$ cat config.mk
export PLATFORM = sky130hd
export DESIGN_NAME = led_matrix_text_scroller_flat
export DESIGN_NICKNAME = d
export VERILOG_FILES = /design/src/rtl/lmts_pkg.sv /design/src/rtl/lmts_if.sv /design/src/rtl/led_matrix_text_scroller.sv /design/src/rtl/lmts_ctrl.sv /design/src/rtl/lmts_dp.sv /design/src/flat_wrapper.sv
export SDC_FILE = /design/constraint.sdc
export NUM_CORES = 1
export LEC_CHECK = 0
export ABC_AREA = 1
export BUFFER_PORTS_ARGS = -buffer_cell sky130_fd_sc_hd__buf_4
export CAP_MARGIN = 0
export CORE_MARGIN = 10
export CORE_UTILIZATION = 57
export DETAILED_ROUTE_END_ITERATION = 8
export GPL_ROUTABILITY_DRIVEN = 0
export PLACE_DENSITY = 0.8
export SLEW_MARGIN = 25
export SYNTH_ARGS = -nofsm -noshare
export SYNTH_HDL_FRONTEND = slang
export SYNTH_SLANG_ARGS = --single-unit
$ cat constraint.sdc
create_clock -name i_clk -period 2.9 [get_ports i_clk]
set_input_delay 0.58 -clock i_clk [delete_from_list [all_inputs] [get_ports i_clk]]
set_output_delay 0.58 -clock i_clk [all_outputs]
set_load 0.01 [all_outputs]
$ cat src/rtl/lmts_pkg.sv
`timescale 1ns / 1ps
package lmts_pkg;

    localparam int MATRIX_SIZE  = 5;
    localparam int FONT_ENTRIES = 26;
    localparam int FONT_LEN     = 26;
    localparam logic [10:0] PORT_BASE = 11'h01f;

    typedef enum logic [1:0] {
        OP_LOAD   = 2'd0,
        OP_SCROLL = 2'd1,
        OP_SCAN   = 2'd2
    } t_op;

    typedef logic [4:0] t_row;

    typedef struct packed {
        logic [2:0]      width;
        logic [4:0][4:0] cols;
    } t_glyph;

    typedef struct packed {
        logic       load;
        logic       scroll_start;
        logic       shift;
        logic       blank;
        logic [2:0] col_idx;
        logic       scan;
        logic       emit;
        logic       last;
    } t_cmd;

    typedef struct packed {
        logic       slot_free;
        logic [2:0] glyph_w;
    } t_sts;

    function automatic t_glyph mk_glyph(input logic [2:0] w, input logic [4:0] c0,
                                        input logic [4:0] c1, input logic [4:0] c2,
                                        input logic [4:0] c3, input logic [4:0] c4);
        t_glyph g;
        g.width   = w;
        g.cols[0] = c0;
        g.cols[1] = c1;
        g.cols[2] = c2;
        g.cols[3] = c3;
        g.cols[4] = c4;
        return g;
    endfunction

    function automatic t_glyph font_glyph(input logic [4:0] code);
        t_glyph g;
        g = '0;
        if (32'(code) < FONT_ENTRIES && 32'(code) < FONT_LEN) begin
            unique case (code)
                5'd0:  g = mk_glyph(3'd3, 5'h00, 5'h00, 5'h00, 5'h00, 5'h00);
                5'd1:  g = mk_glyph(3'd4, 5'h1f, 5'h04, 5'h04, 5'h1f, 5'h00);
                5'd2:  g = mk_glyph(3'd3, 5'h17, 5'h15, 5'h0f, 5'h00, 5'h00);
                5'd3:  g = mk_glyph(3'd4, 5'h1f, 5'h14, 5'h14, 5'h08, 5'h00);
                5'd4:  g = mk_glyph(3'd4, 5'h19, 5'h05, 5'h05, 5'h1e, 5'h00);
                5'd5:  g = mk_glyph(3'd4, 5'h0e, 5'h11, 5'h11, 5'h0a, 5'h00);
                5'd6:  g = mk_glyph(3'd4, 5'h1f, 5'h04, 5'h0c, 5'h13, 5'h00);
                5'd7:  g = mk_glyph(3'd3, 5'h11, 5'h1f, 5'h11, 5'h00, 5'h00);
                5'd8:  g = mk_glyph(3'd4, 5'h1f, 5'h08, 5'h06, 5'h1f, 5'h00);
                5'd9:  g = mk_glyph(3'd4, 5'h0e, 5'h11, 5'h15, 5'h07, 5'h00);
                5'd10: g = mk_glyph(3'd2, 5'h1d, 5'h1c, 5'h00, 5'h00, 5'h00);
                5'd11: g = mk_glyph(3'd5, 5'h1e, 5'h01, 5'h0e, 5'h01, 5'h1e);
                5'd12: g = mk_glyph(3'd3, 5'h1f, 5'h04, 5'h07, 5'h00, 5'h00);
                5'd13: g = mk_glyph(3'd4, 5'h08, 5'h1e, 5'h09, 5'h09, 5'h00);
                5'd14: g = mk_glyph(3'd3, 5'h04, 5'h18, 5'h18, 5'h00, 5'h00);
                5'd15: g = mk_glyph(3'd4, 5'h09, 5'h15, 5'h15, 5'h12, 5'h00);
                5'd16: g = mk_glyph(3'd4, 5'h1e, 5'h01, 5'h01, 5'h1e, 5'h00);
                5'd17: g = mk_glyph(3'd4, 5'h08, 5'h10, 5'h15, 5'h08, 5'h00);
                5'd18: g = mk_glyph(3'd4, 5'h06, 5'h09, 5'h09, 5'h06, 5'h00);
                5'd19: g = mk_glyph(3'd5, 5'h11, 5'h0a, 5'h04, 5'h0a, 5'h11);
                5'd20: g = mk_glyph(3'd4, 5'h1f, 5'h11, 5'h11, 5'h0e, 5'h00);
                5'd21: g = mk_glyph(3'd4, 5'h0e, 5'h15, 5'h15, 5'h0d, 5'h00);
                5'd22: g = mk_glyph(3'd4, 5'h1f, 5'h05, 5'h05, 5'h06, 5'h00);
                5'd23: g = mk_glyph(3'd1, 5'h17, 5'h00, 5'h00, 5'h00, 5'h00);
                5'd24: g = mk_glyph(3'd4, 5'h02, 5'h15, 5'h15, 5'h0f, 5'h00);
                5'd25: g = mk_glyph(3'd4, 5'h0f, 5'h08, 5'h08, 5'h0f, 5'h00);
                default: g = '0;
            endcase
        end
        return g;
    endfunction

endpackage

$ cat src/rtl/lmts_if.sv
`timescale 1ns / 1ps
interface lmts_in_if;
    logic        valid;
    logic        ready;
    logic [1:0]  op;
    logic [24:0] frame_data;
    logic [4:0]  char_code;
    logic [2:0]  column;

    modport source (output valid, op, frame_data, char_code, column, input ready);
    modport sink   (input valid, op, frame_data, char_code, column, output ready);
endinterface

interface lmts_out_if;
    logic        valid;
    logic        ready;
    logic [24:0] frame;
    logic [10:0] port_data;
    logic [4:0]  column_mask;
    logic        last;

    modport source (output valid, frame, port_data, column_mask, last, input ready);
    modport sink   (input valid, frame, port_data, column_mask, last, output ready);
endinterface

$ cat src/rtl/led_matrix_text_scroller.sv
// Load and scan: the result is registered at the transfer; a new item can be taken while it drains.
// Scroll: the transfer latches the glyph columns and enters the scroll state, which shifts the row
//   registers once per cycle while the output register is free or draining, emitting width plus one frames.
// Input is taken while the controller is idle and the output register is free or draining.
// Reset (synchronous, active low) clears the pixel rows, the controller and output valid.
`timescale 1ns / 1ps
module led_matrix_text_scroller (
    input  logic        i_clk,
    input  logic        i_rst_n,
    lmts_in_if.sink     i_req,
    lmts_out_if.source  o_rsp
);

    lmts_pkg::t_cmd cmd;
    lmts_pkg::t_sts sts;
    logic           ready;

    assign i_req.ready = ready;

    lmts_ctrl u_ctrl (
        .i_clk   (i_clk),
        .i_rst_n (i_rst_n),
        .i_valid (i_req.valid),
        .i_op    (i_req.op),
        .i_sts   (sts),
        .o_ready (ready),
        .o_cmd   (cmd)
    );

    lmts_dp u_dp (
        .i_clk         (i_clk),
        .i_rst_n       (i_rst_n),
        .i_cmd         (cmd),
        .i_frame_data  (i_req.frame_data),
        .i_char_code   (i_req.char_code),
        .i_column      (i_req.column),
        .i_out_ready   (o_rsp.ready),
        .o_sts         (sts),
        .o_out_valid   (o_rsp.valid),
        .o_frame       (o_rsp.frame),
        .o_port_data   (o_rsp.port_data),
        .o_column_mask (o_rsp.column_mask),
        .o_last        (o_rsp.last)
    );

endmodule

$ cat src/rtl/lmts_ctrl.sv
`timescale 1ns / 1ps
module lmts_ctrl (
    input  logic            i_clk,
    input  logic            i_rst_n,
    input  logic            i_valid,
    input  logic [1:0]      i_op,
    input  lmts_pkg::t_sts  i_sts,
    output logic            o_ready,
    output lmts_pkg::t_cmd  o_cmd
);

    typedef enum logic [1:0] {
        ST_IDLE   = 2'b01,
        ST_SCROLL = 2'b10
    } t_state;

    t_state     r_state, n_state;
    logic [2:0] r_col, n_col;
    logic [2:0] r_width, n_width;
    logic       accept;

    assign o_ready = (r_state == ST_IDLE) && i_sts.slot_free;
    assign accept  = i_valid && o_ready;

    always_comb begin
        n_state = r_state;
        n_col   = r_col;
        n_width = r_width;
        o_cmd   = '0;
        unique case (r_state)
            ST_IDLE: begin
                if (accept) begin
                    case (i_op)
                        lmts_pkg::OP_LOAD: begin
                            o_cmd.load = 1'b1;
                            o_cmd.emit = 1'b1;
                            o_cmd.last = 1'b1;
                        end
                        lmts_pkg::OP_SCAN: begin
                            o_cmd.scan = 1'b1;
                            o_cmd.emit = 1'b1;
                            o_cmd.last = 1'b1;
                        end
                        lmts_pkg::OP_SCROLL: begin
                            o_cmd.scroll_start = 1'b1;
                            n_width = i_sts.glyph_w;
                            n_col   = '0;
                            n_state = ST_SCROLL;
                        end
                        default: ;
                    endcase
                end
            end
            ST_SCROLL: begin
                if (i_sts.slot_free) begin
                    o_cmd.shift   = 1'b1;
                    o_cmd.emit    = 1'b1;
                    o_cmd.col_idx = r_col;
                    o_cmd.blank   = (r_col >= r_width);
                    o_cmd.last    = (r_col >= r_width);
                    if (r_col >= r_width) begin
                        n_state = ST_IDLE;
                    end else begin
                        n_col = r_col + 3'd1;
                    end
                end
            end
            default: n_state = ST_IDLE;
        endcase
    end

    always_ff @(posedge i_clk) begin
        if (!i_rst_n) begin
            r_state <= ST_IDLE;
            r_col   <= '0;
            r_width <= '0;
        end else begin
            r_state <= n_state;
            r_col   <= n_col;
            r_width <= n_width;
        end
    end

endmodule

$ cat src/rtl/lmts_dp.sv
`timescale 1ns / 1ps
module lmts_dp (
    input  logic            i_clk,
    input  logic            i_rst_n,
    input  lmts_pkg::t_cmd  i_cmd,
    input  logic [24:0]     i_frame_data,
    input  logic [4:0]      i_char_code,
    input  logic [2:0]      i_column,
    input  logic            i_out_ready,
    output lmts_pkg::t_sts  o_sts,
    output logic            o_out_valid,
    output logic [24:0]     o_frame,
    output logic [10:0]     o_port_data,
    output logic [4:0]      o_column_mask,
    output logic            o_last
);

    lmts_pkg::t_row  r_rows [lmts_pkg::MATRIX_SIZE];
    lmts_pkg::t_row  n_rows [lmts_pkg::MATRIX_SIZE];
    logic [4:0][4:0] r_cols;
    logic            r_out_valid;
    logic [24:0]     r_frame, n_frame;
    logic [10:0]     r_port, n_port;
    logic [4:0]      r_mask, n_mask;
    logic            r_last;
    logic [4:0]      col_bits;
    lmts_pkg::t_glyph glyph;

    assign glyph           = lmts_pkg::font_glyph(i_char_code);
    assign o_sts.slot_free = !r_out_valid || i_out_ready;
    assign o_sts.glyph_w   = glyph.width;

    always_comb begin
        col_bits = '0;
        if (!i_cmd.blank && i_cmd.col_idx < 3'(lmts_pkg::MATRIX_SIZE)) begin
            col_bits = r_cols[i_cmd.col_idx];
        end
        for (int k = 0; k < lmts_pkg::MATRIX_SIZE; k++) begin
            n_rows[k] = r_rows[k];
            if (i_cmd.load) begin
                n_rows[k] = i_frame_data[5*k +: 5];
            end else if (i_cmd.shift) begin
                n_rows[k] = {r_rows[k][3:0], col_bits[k]};
            end
        end
        n_frame = '0;
        for (int k = 0; k < lmts_pkg::MATRIX_SIZE; k++) begin
            n_frame[5*k +: 5] = n_rows[k];
        end
        n_port = '0;
        n_mask = '0;
        if (i_cmd.scan) begin
            n_port = lmts_pkg::PORT_BASE;
            if (i_column < 3'(lmts_pkg::MATRIX_SIZE)) begin
                n_port[5]  = r_rows[0][i_column];
                n_port[6]  = r_rows[1][i_column];
                n_port[7]  = r_rows[2][i_column];
                n_port[9]  = r_rows[3][i_column];
                n_port[10] = r_rows[4][i_column];
                n_mask     = 5'd1 << i_column;
            end
        end
    end

    always_ff @(posedge i_clk) begin
        if (!i_rst_n) begin
            for (int k = 0; k < lmts_pkg::MATRIX_SIZE; k++) begin
                r_rows[k] <= '0;
            end
            r_out_valid <= 1'b0;
        end else begin
            for (int k = 0; k < lmts_pkg::MATRIX_SIZE; k++) begin
                r_rows[k] <= n_rows[k];
            end
            if (i_cmd.emit) begin
                r_out_valid <= 1'b1;
            end else if (i_out_ready) begin
                r_out_valid <= 1'b0;
            end
        end
    end

    always_ff @(posedge i_clk) begin
        if (i_cmd.scroll_start) begin
            r_cols <= glyph.cols;
        end
        if (i_cmd.emit) begin
            r_frame <= n_frame;
            r_port  <= n_port;
            r_mask  <= n_mask;
            r_last  <= i_cmd.last;
        end
    end

    assign o_out_valid   = r_out_valid;
    assign o_frame       = r_frame;
    assign o_port_data   = r_port;
    assign o_column_mask = r_mask;
    assign o_last        = r_last;

endmodule

$ cat src/flat_wrapper.sv
// flat-port wrapper written by rule: the top's interface ports become plain ports
module led_matrix_text_scroller_flat 
  (i_clk, i_rst_n, i_req_valid, i_req_op, i_req_frame_data, i_req_char_code, i_req_column, i_req_ready, o_rsp_valid, o_rsp_frame, o_rsp_port_data, o_rsp_column_mask, o_rsp_last, o_rsp_ready);
  lmts_in_if i_req_i ();
  lmts_out_if o_rsp_i ();
  input  logic i_clk;
  input  logic i_rst_n;
  input wire logic [$bits(i_req_i.valid)-1:0] i_req_valid;
  input wire logic [$bits(i_req_i.op)-1:0] i_req_op;
  input wire logic [$bits(i_req_i.frame_data)-1:0] i_req_frame_data;
  input wire logic [$bits(i_req_i.char_code)-1:0] i_req_char_code;
  input wire logic [$bits(i_req_i.column)-1:0] i_req_column;
  output wire logic [$bits(i_req_i.ready)-1:0] i_req_ready;
  output wire logic [$bits(o_rsp_i.valid)-1:0] o_rsp_valid;
  output wire logic [$bits(o_rsp_i.frame)-1:0] o_rsp_frame;
  output wire logic [$bits(o_rsp_i.port_data)-1:0] o_rsp_port_data;
  output wire logic [$bits(o_rsp_i.column_mask)-1:0] o_rsp_column_mask;
  output wire logic [$bits(o_rsp_i.last)-1:0] o_rsp_last;
  input wire logic [$bits(o_rsp_i.ready)-1:0] o_rsp_ready;
  assign i_req_i.valid = i_req_valid;
  assign i_req_i.op = i_req_op;
  assign i_req_i.frame_data = i_req_frame_data;
  assign i_req_i.char_code = i_req_char_code;
  assign i_req_i.column = i_req_column;
  assign i_req_ready = i_req_i.ready;
  assign o_rsp_valid = o_rsp_i.valid;
  assign o_rsp_frame = o_rsp_i.frame;
  assign o_rsp_port_data = o_rsp_i.port_data;
  assign o_rsp_column_mask = o_rsp_i.column_mask;
  assign o_rsp_last = o_rsp_i.last;
  assign o_rsp_i.ready = o_rsp_ready;
  led_matrix_text_scroller u_core (.i_clk(i_clk), .i_rst_n(i_rst_n), .i_req(i_req_i), .o_rsp(o_rsp_i));
endmodule
==> impl_summary.log <==
[metrics] number of global-route vias before repair: roughly 4500
[metrics] Vias per Instance: 5.519
[metrics] number of buffers inserted to repair setup after CTS: 0
[metrics] source-to-sink clock delay at the later pin of the worst-skew pair: 0.38 ns
[metrics] share of layout cells above drive strength 1: 25.57%
[metrics] worst reg2reg setup slack: 0.75 ns
[metrics] Slew headroom: 58.63%
[metrics] Antenna diodes: 0
[metrics] Die Height: 115.8 um
[metrics] Core Region: 8806 um^2
[metrics] total track usage: 19.37%
[metrics] cell type with the highest occurrence count on the critical path: sky130_fd_sc_hd__nand2_1
[metrics] outcome: complete, no violations
[metrics] capturing point of the worst reg2reg path: u_core.u_dp.o_frame[15]$_DFFE_PP_
[metrics] number of cells on the worst hold path: 2
[metrics] area leader, netlist: sky130_fd_sc_hd__edfxtp_1
[metrics] maximum number of pins on one net before global-route repair: approximately 40
[metrics] Worst EP required: 3.14 ns
[metrics] Routed WL: approximately 13 mm
[metrics] power per cell area: 722.5 nW/um^2
[metrics] FFs w/ async S/R, synth: 0%
[metrics] critical path fanouts, max: 13
[metrics] overflow left after global routing: 0
[metrics] critical path type: flip-flop to flip-flop
[metrics] synthesis-to-layout area growth: 15.63%
[metrics] Max VDD drop: 0.4097 mV
[metrics] fraction of the yosys area taken by sequential cells: a little under half
[metrics] combinational share of power: approximately 36%
[metrics] Worst Slack Setup Final: ~0.75 ns
[metrics] smallest hold slack: 0.3949 ns
[metrics] Yosys warnings: 0
[metrics] wire length of the first global-routing pass: 21.24 mm
[metrics] internal power: roughly 0.0028 W
[metrics] Worst Max-Slew Pin Slew: around 0.62 ns
[metrics] pre-CTS setup slack: 0.4337 ns
[metrics] maximum level of the CTS H-tree: 3
[metrics] Critical-path top delay cell: sky130_fd_sc_hd__dfxtp_1
[metrics] Initial Util: between 50 and 60%
[metrics] Setup-failing EPs final: 0
[metrics] Max-cap violations: 0
[metrics] share of power burned in registers: 44.6%
[metrics] DPL Wire Length: between 9 and 10 mm
[metrics] count of state elements after synthesis: 94
[metrics] final core utilization: ~69%
[metrics] Clock transition at path regs: 0.10 ns
[metrics] DRC marker count from the first detailed-route iteration: 322
[metrics] chain of cells forming the critical path: inv_1 > ha_1 > nand3_1 > nand3_1 > nand2_1 > nand2_1 > nor2_1 > nand2_1 > nand2_1 > nand2_1 > inv_1
[metrics] routed length per instance: 15.84 um
[metrics] static power due to leakage: ~2.8 nW
[metrics] antenna violations before repair: 0
[metrics] CTS buffer count: 9
[metrics] die area: 13400 um^2
[metrics] hold-fix buffer count after cts: 0
[metrics] unrepaired setup endpoints after global routing: no
[metrics] maximum clock skew at final layout: 0.01541 ns
[metrics] Cell Rows: 34
[metrics] Reg2Reg Depth: 11
[metrics] number of top-level design ports: 83
[metrics] clock tree root driver cell: sky130_fd_sc_hd__clkbuf_8
[metrics] Routed Antenna Nets: 0
[metrics] WP data arrival: 2.39 ns
[metrics] CP Launch Type: flip-flop
[metrics] vias after detailed routing: 4459
[metrics] fraction of synthesized cell area taken by the top area cell type: 34.47%
[metrics] Sw Ratio: 36.87%
[metrics] average cell area after synthesis: 8.324 um^2
[metrics] portion of total power attributed to the clock network: between 10% and 20%
[metrics] router iterations before antenna repair: 6
[metrics] summed negative setup slack over all endpoints: 0 ns
[metrics] input/output buffers: 81
[metrics] worst reg2reg path startpoint: u_core.u_ctrl.r_col[0]$_SDFFE_PN0P_
[metrics] final-report hold violation count: 0
[metrics] drt drc: 0
[metrics] startpoint of the most critical hold path: i_rst_n
[metrics] maximum operating frequency: 465.7 MHz
[metrics] number of buffers on the longest clock path: 2
[metrics] top area cells in the synthesized netlist: sky130_fd_sc_hd__edfxtp_1 (34%), sky130_fd_sc_hd__dfxtp_1 (13%), sky130_fd_sc_hd__nand2_1 (8.0%), sky130_fd_sc_hd__o21ai_2 (6.7%), sky130_fd_sc_hd__inv_1 (6.0%)
[metrics] kind of end point of the critical path: flip-flop
[metrics] Hold Path Class: input port to flip-flop
[metrics] clock tree from TritonCTS: done
[metrics] Min-Delay Endpoint: u_core.u_ctrl.r_state[0]$_SDFFE_PN1P_
[metrics] Final Cycle Share: 74.05%
[metrics] Post-Synthesis Net Count: roughly 680
[metrics] number of nets in the layout: 745
[metrics] netlist area before placement: roughly 5200 um^2
[metrics] minimum clock period after layout: 2.147 ns
[metrics] largest stage delay on the critical path: 0.62 ns
[metrics] number of distinct library cell variants in the gate-level netlist after synthesis: between 40 and 50
[metrics] Synth Instances: 628
[metrics] EDFF count, synth: 60
[metrics] Net Switching: 0.001610 W
[metrics] number of clock sinks seen by CTS: 94
[metrics] Post-CTS Resized: 0
[metrics] width of the chip: approximately 120 um
[metrics] primary flip-flop cell chosen by synthesis mapping: sky130_fd_sc_hd__edfxtp_1
[metrics] fin. max-slew vios: 0
==> flip-flops by register name, summed over array words and instances (netlist names) <==
name	flops
u_core.u_dp.o_frame	25
u_core.u_dp.r_rows	25
u_core.u_dp.r_cols	23
u_core.u_dp.o_port_data	6
u_core.u_dp.o_column_mask	5
u_core.u_ctrl.r_col	3
u_core.u_ctrl.r_width	3
u_core.u_ctrl.r_state	2
u_core.u_dp.o_last	1
u_core.u_dp.o_out_valid	1
==> power by group through the flow <==
stage                     combinational, W  clock, W  sequential, W
after floorplan                    0.00100         0        0.00200
after global placement             0.00151         0        0.00197
after detailed placement           0.00156         0        0.00198
after CTS                          0.00157  0.000878        0.00195
after global routing               0.00174  0.000933        0.00198
final                              0.00156  0.000860        0.00195
==> worst max-delay path, delay by kind of cell (launching register included) <==
kind | cells | cell delay (ns)
buf+inv | 2 | 0.23
flops | 1 | 0.62
simple gates | 8 | 0.83
fa+ha+maj | 1 | 0.33
==> layout by cell type (no fill, tap or decap), types with 3 or more instances in the layout <==
master	instances
sky130_fd_sc_hd__inv_1	83
sky130_fd_sc_hd__nor2_1	82
sky130_fd_sc_hd__nand4_1	8
sky130_fd_sc_hd__nor3_1	4
sky130_fd_sc_hd__nor2_2	22
sky130_fd_sc_hd__buf_4	86
sky130_fd_sc_hd__a21oi_1	31
sky130_fd_sc_hd__mux2i_1	4
sky130_fd_sc_hd__nand2_1	112
sky130_fd_sc_hd__edfxtp_1	60
sky130_fd_sc_hd__nand3_1	33
sky130_fd_sc_hd__clkbuf_8	9
sky130_fd_sc_hd__ha_1	11
sky130_fd_sc_hd__dfxtp_1	34
sky130_fd_sc_hd__o21ai_0	39
sky130_fd_sc_hd__o21ai_2	40
sky130_fd_sc_hd__o221ai_1	3
sky130_fd_sc_hd__inv_2	3
==> layout make-up <==
class | instances | area, um^2
Sequential cell | 94 | 2482
Fill cell | 717 | 2761
Multi-Input combinational cell | 415 | 2225
Tap cell | 108 | 135.1
Timing Repair Buffer | 87 | 665.6
Inverter | 88 | 332.8
Clock buffer | 9 | 123.9
Clock inverter | 7 | 80.08
==> per-stage QoR <==
stage	std cells	total power [W]	instance area, um^2
2_1_floorplan	628	0.003007	5228
3_3_place_gp	792	0.003477	5838
3_5_place_dp	792	0.003543	5838
4_1_cts	808	0.004397	6042
5_1_grt	808	0.004656	6045
6_report	808	0.004367	6045
==> how the worst max path moves through the flow <==
stage	from	endpoint	slack, ns	cells after the start
floorplan	o_rsp_ready	u_core.u_dp.o_column_mask[0]$_SDFFCE_PP0P_	0.63	7
global route	u_core.u_ctrl.r_col[0]$_SDFFE_PN0P_	u_core.u_dp.o_frame[10]$_DFFE_PP_	0.56	11
detailed placement	o_rsp_ready	u_core.u_dp.o_frame[2]$_DFFE_PP_	0.43	9
finish	u_core.u_ctrl.r_col[0]$_SDFFE_PN0P_	u_core.u_dp.o_frame[15]$_DFFE_PP_	0.75	11
CTS	u_core.u_ctrl.r_state[1]$_SDFFE_PN0P_	u_core.u_dp.o_frame[2]$_DFFE_PP_	0.58	10
global placement	o_rsp_ready	u_core.u_dp.o_frame[16]$_DFFE_PP_	0.51	9
==> synthesized netlist by cell type (8+ instances only) <==
master and count:
sky130_fd_sc_hd__o21ai_2 40, sky130_fd_sc_hd__ha_1 11, sky130_fd_sc_hd__buf_2 11, sky130_fd_sc_hd__nand2_1 112, sky130_fd_sc_hd__nand4_1 8, sky130_fd_sc_hd__nand3_1 33, sky130_fd_sc_hd__clkbuf_1 9, sky130_fd_sc_hd__nor2_2 22
sky130_fd_sc_hd__nor2_1 82, sky130_fd_sc_hd__o21ai_0 39, sky130_fd_sc_hd__a21oi_1 31, sky130_fd_sc_hd__edfxtp_1 60, sky130_fd_sc_hd__dfxtp_1 34, sky130_fd_sc_hd__inv_1 83
==> cell families (layout without fill, tap and decap cells) <==
logic type / count (synthesis) / in the layout / synth area share (%)
AOI/OAI and AO/OA: 127 / 127 / 15.99
adders and majority gates: 11 / 11 / 2.633
buffers and inverters: 119 / 191 / 9.957
DFF: 94 / 94 / 47.49
muxes: 4 / 4 / 0.7659
other: 1 / 1 / 0.07174
and+or+nand+nor: 272 / 272 / 23.10
==> routing by layer <==
layer  wire length, um  share of wire, %  track usage, %
met3              1012               7.9           5.375
met2              6654                52           34.40
met4               328               2.6           7.256
met1              4807                38           21.65
met5                 0                 0               0
(Power assumes the default switching activity.)
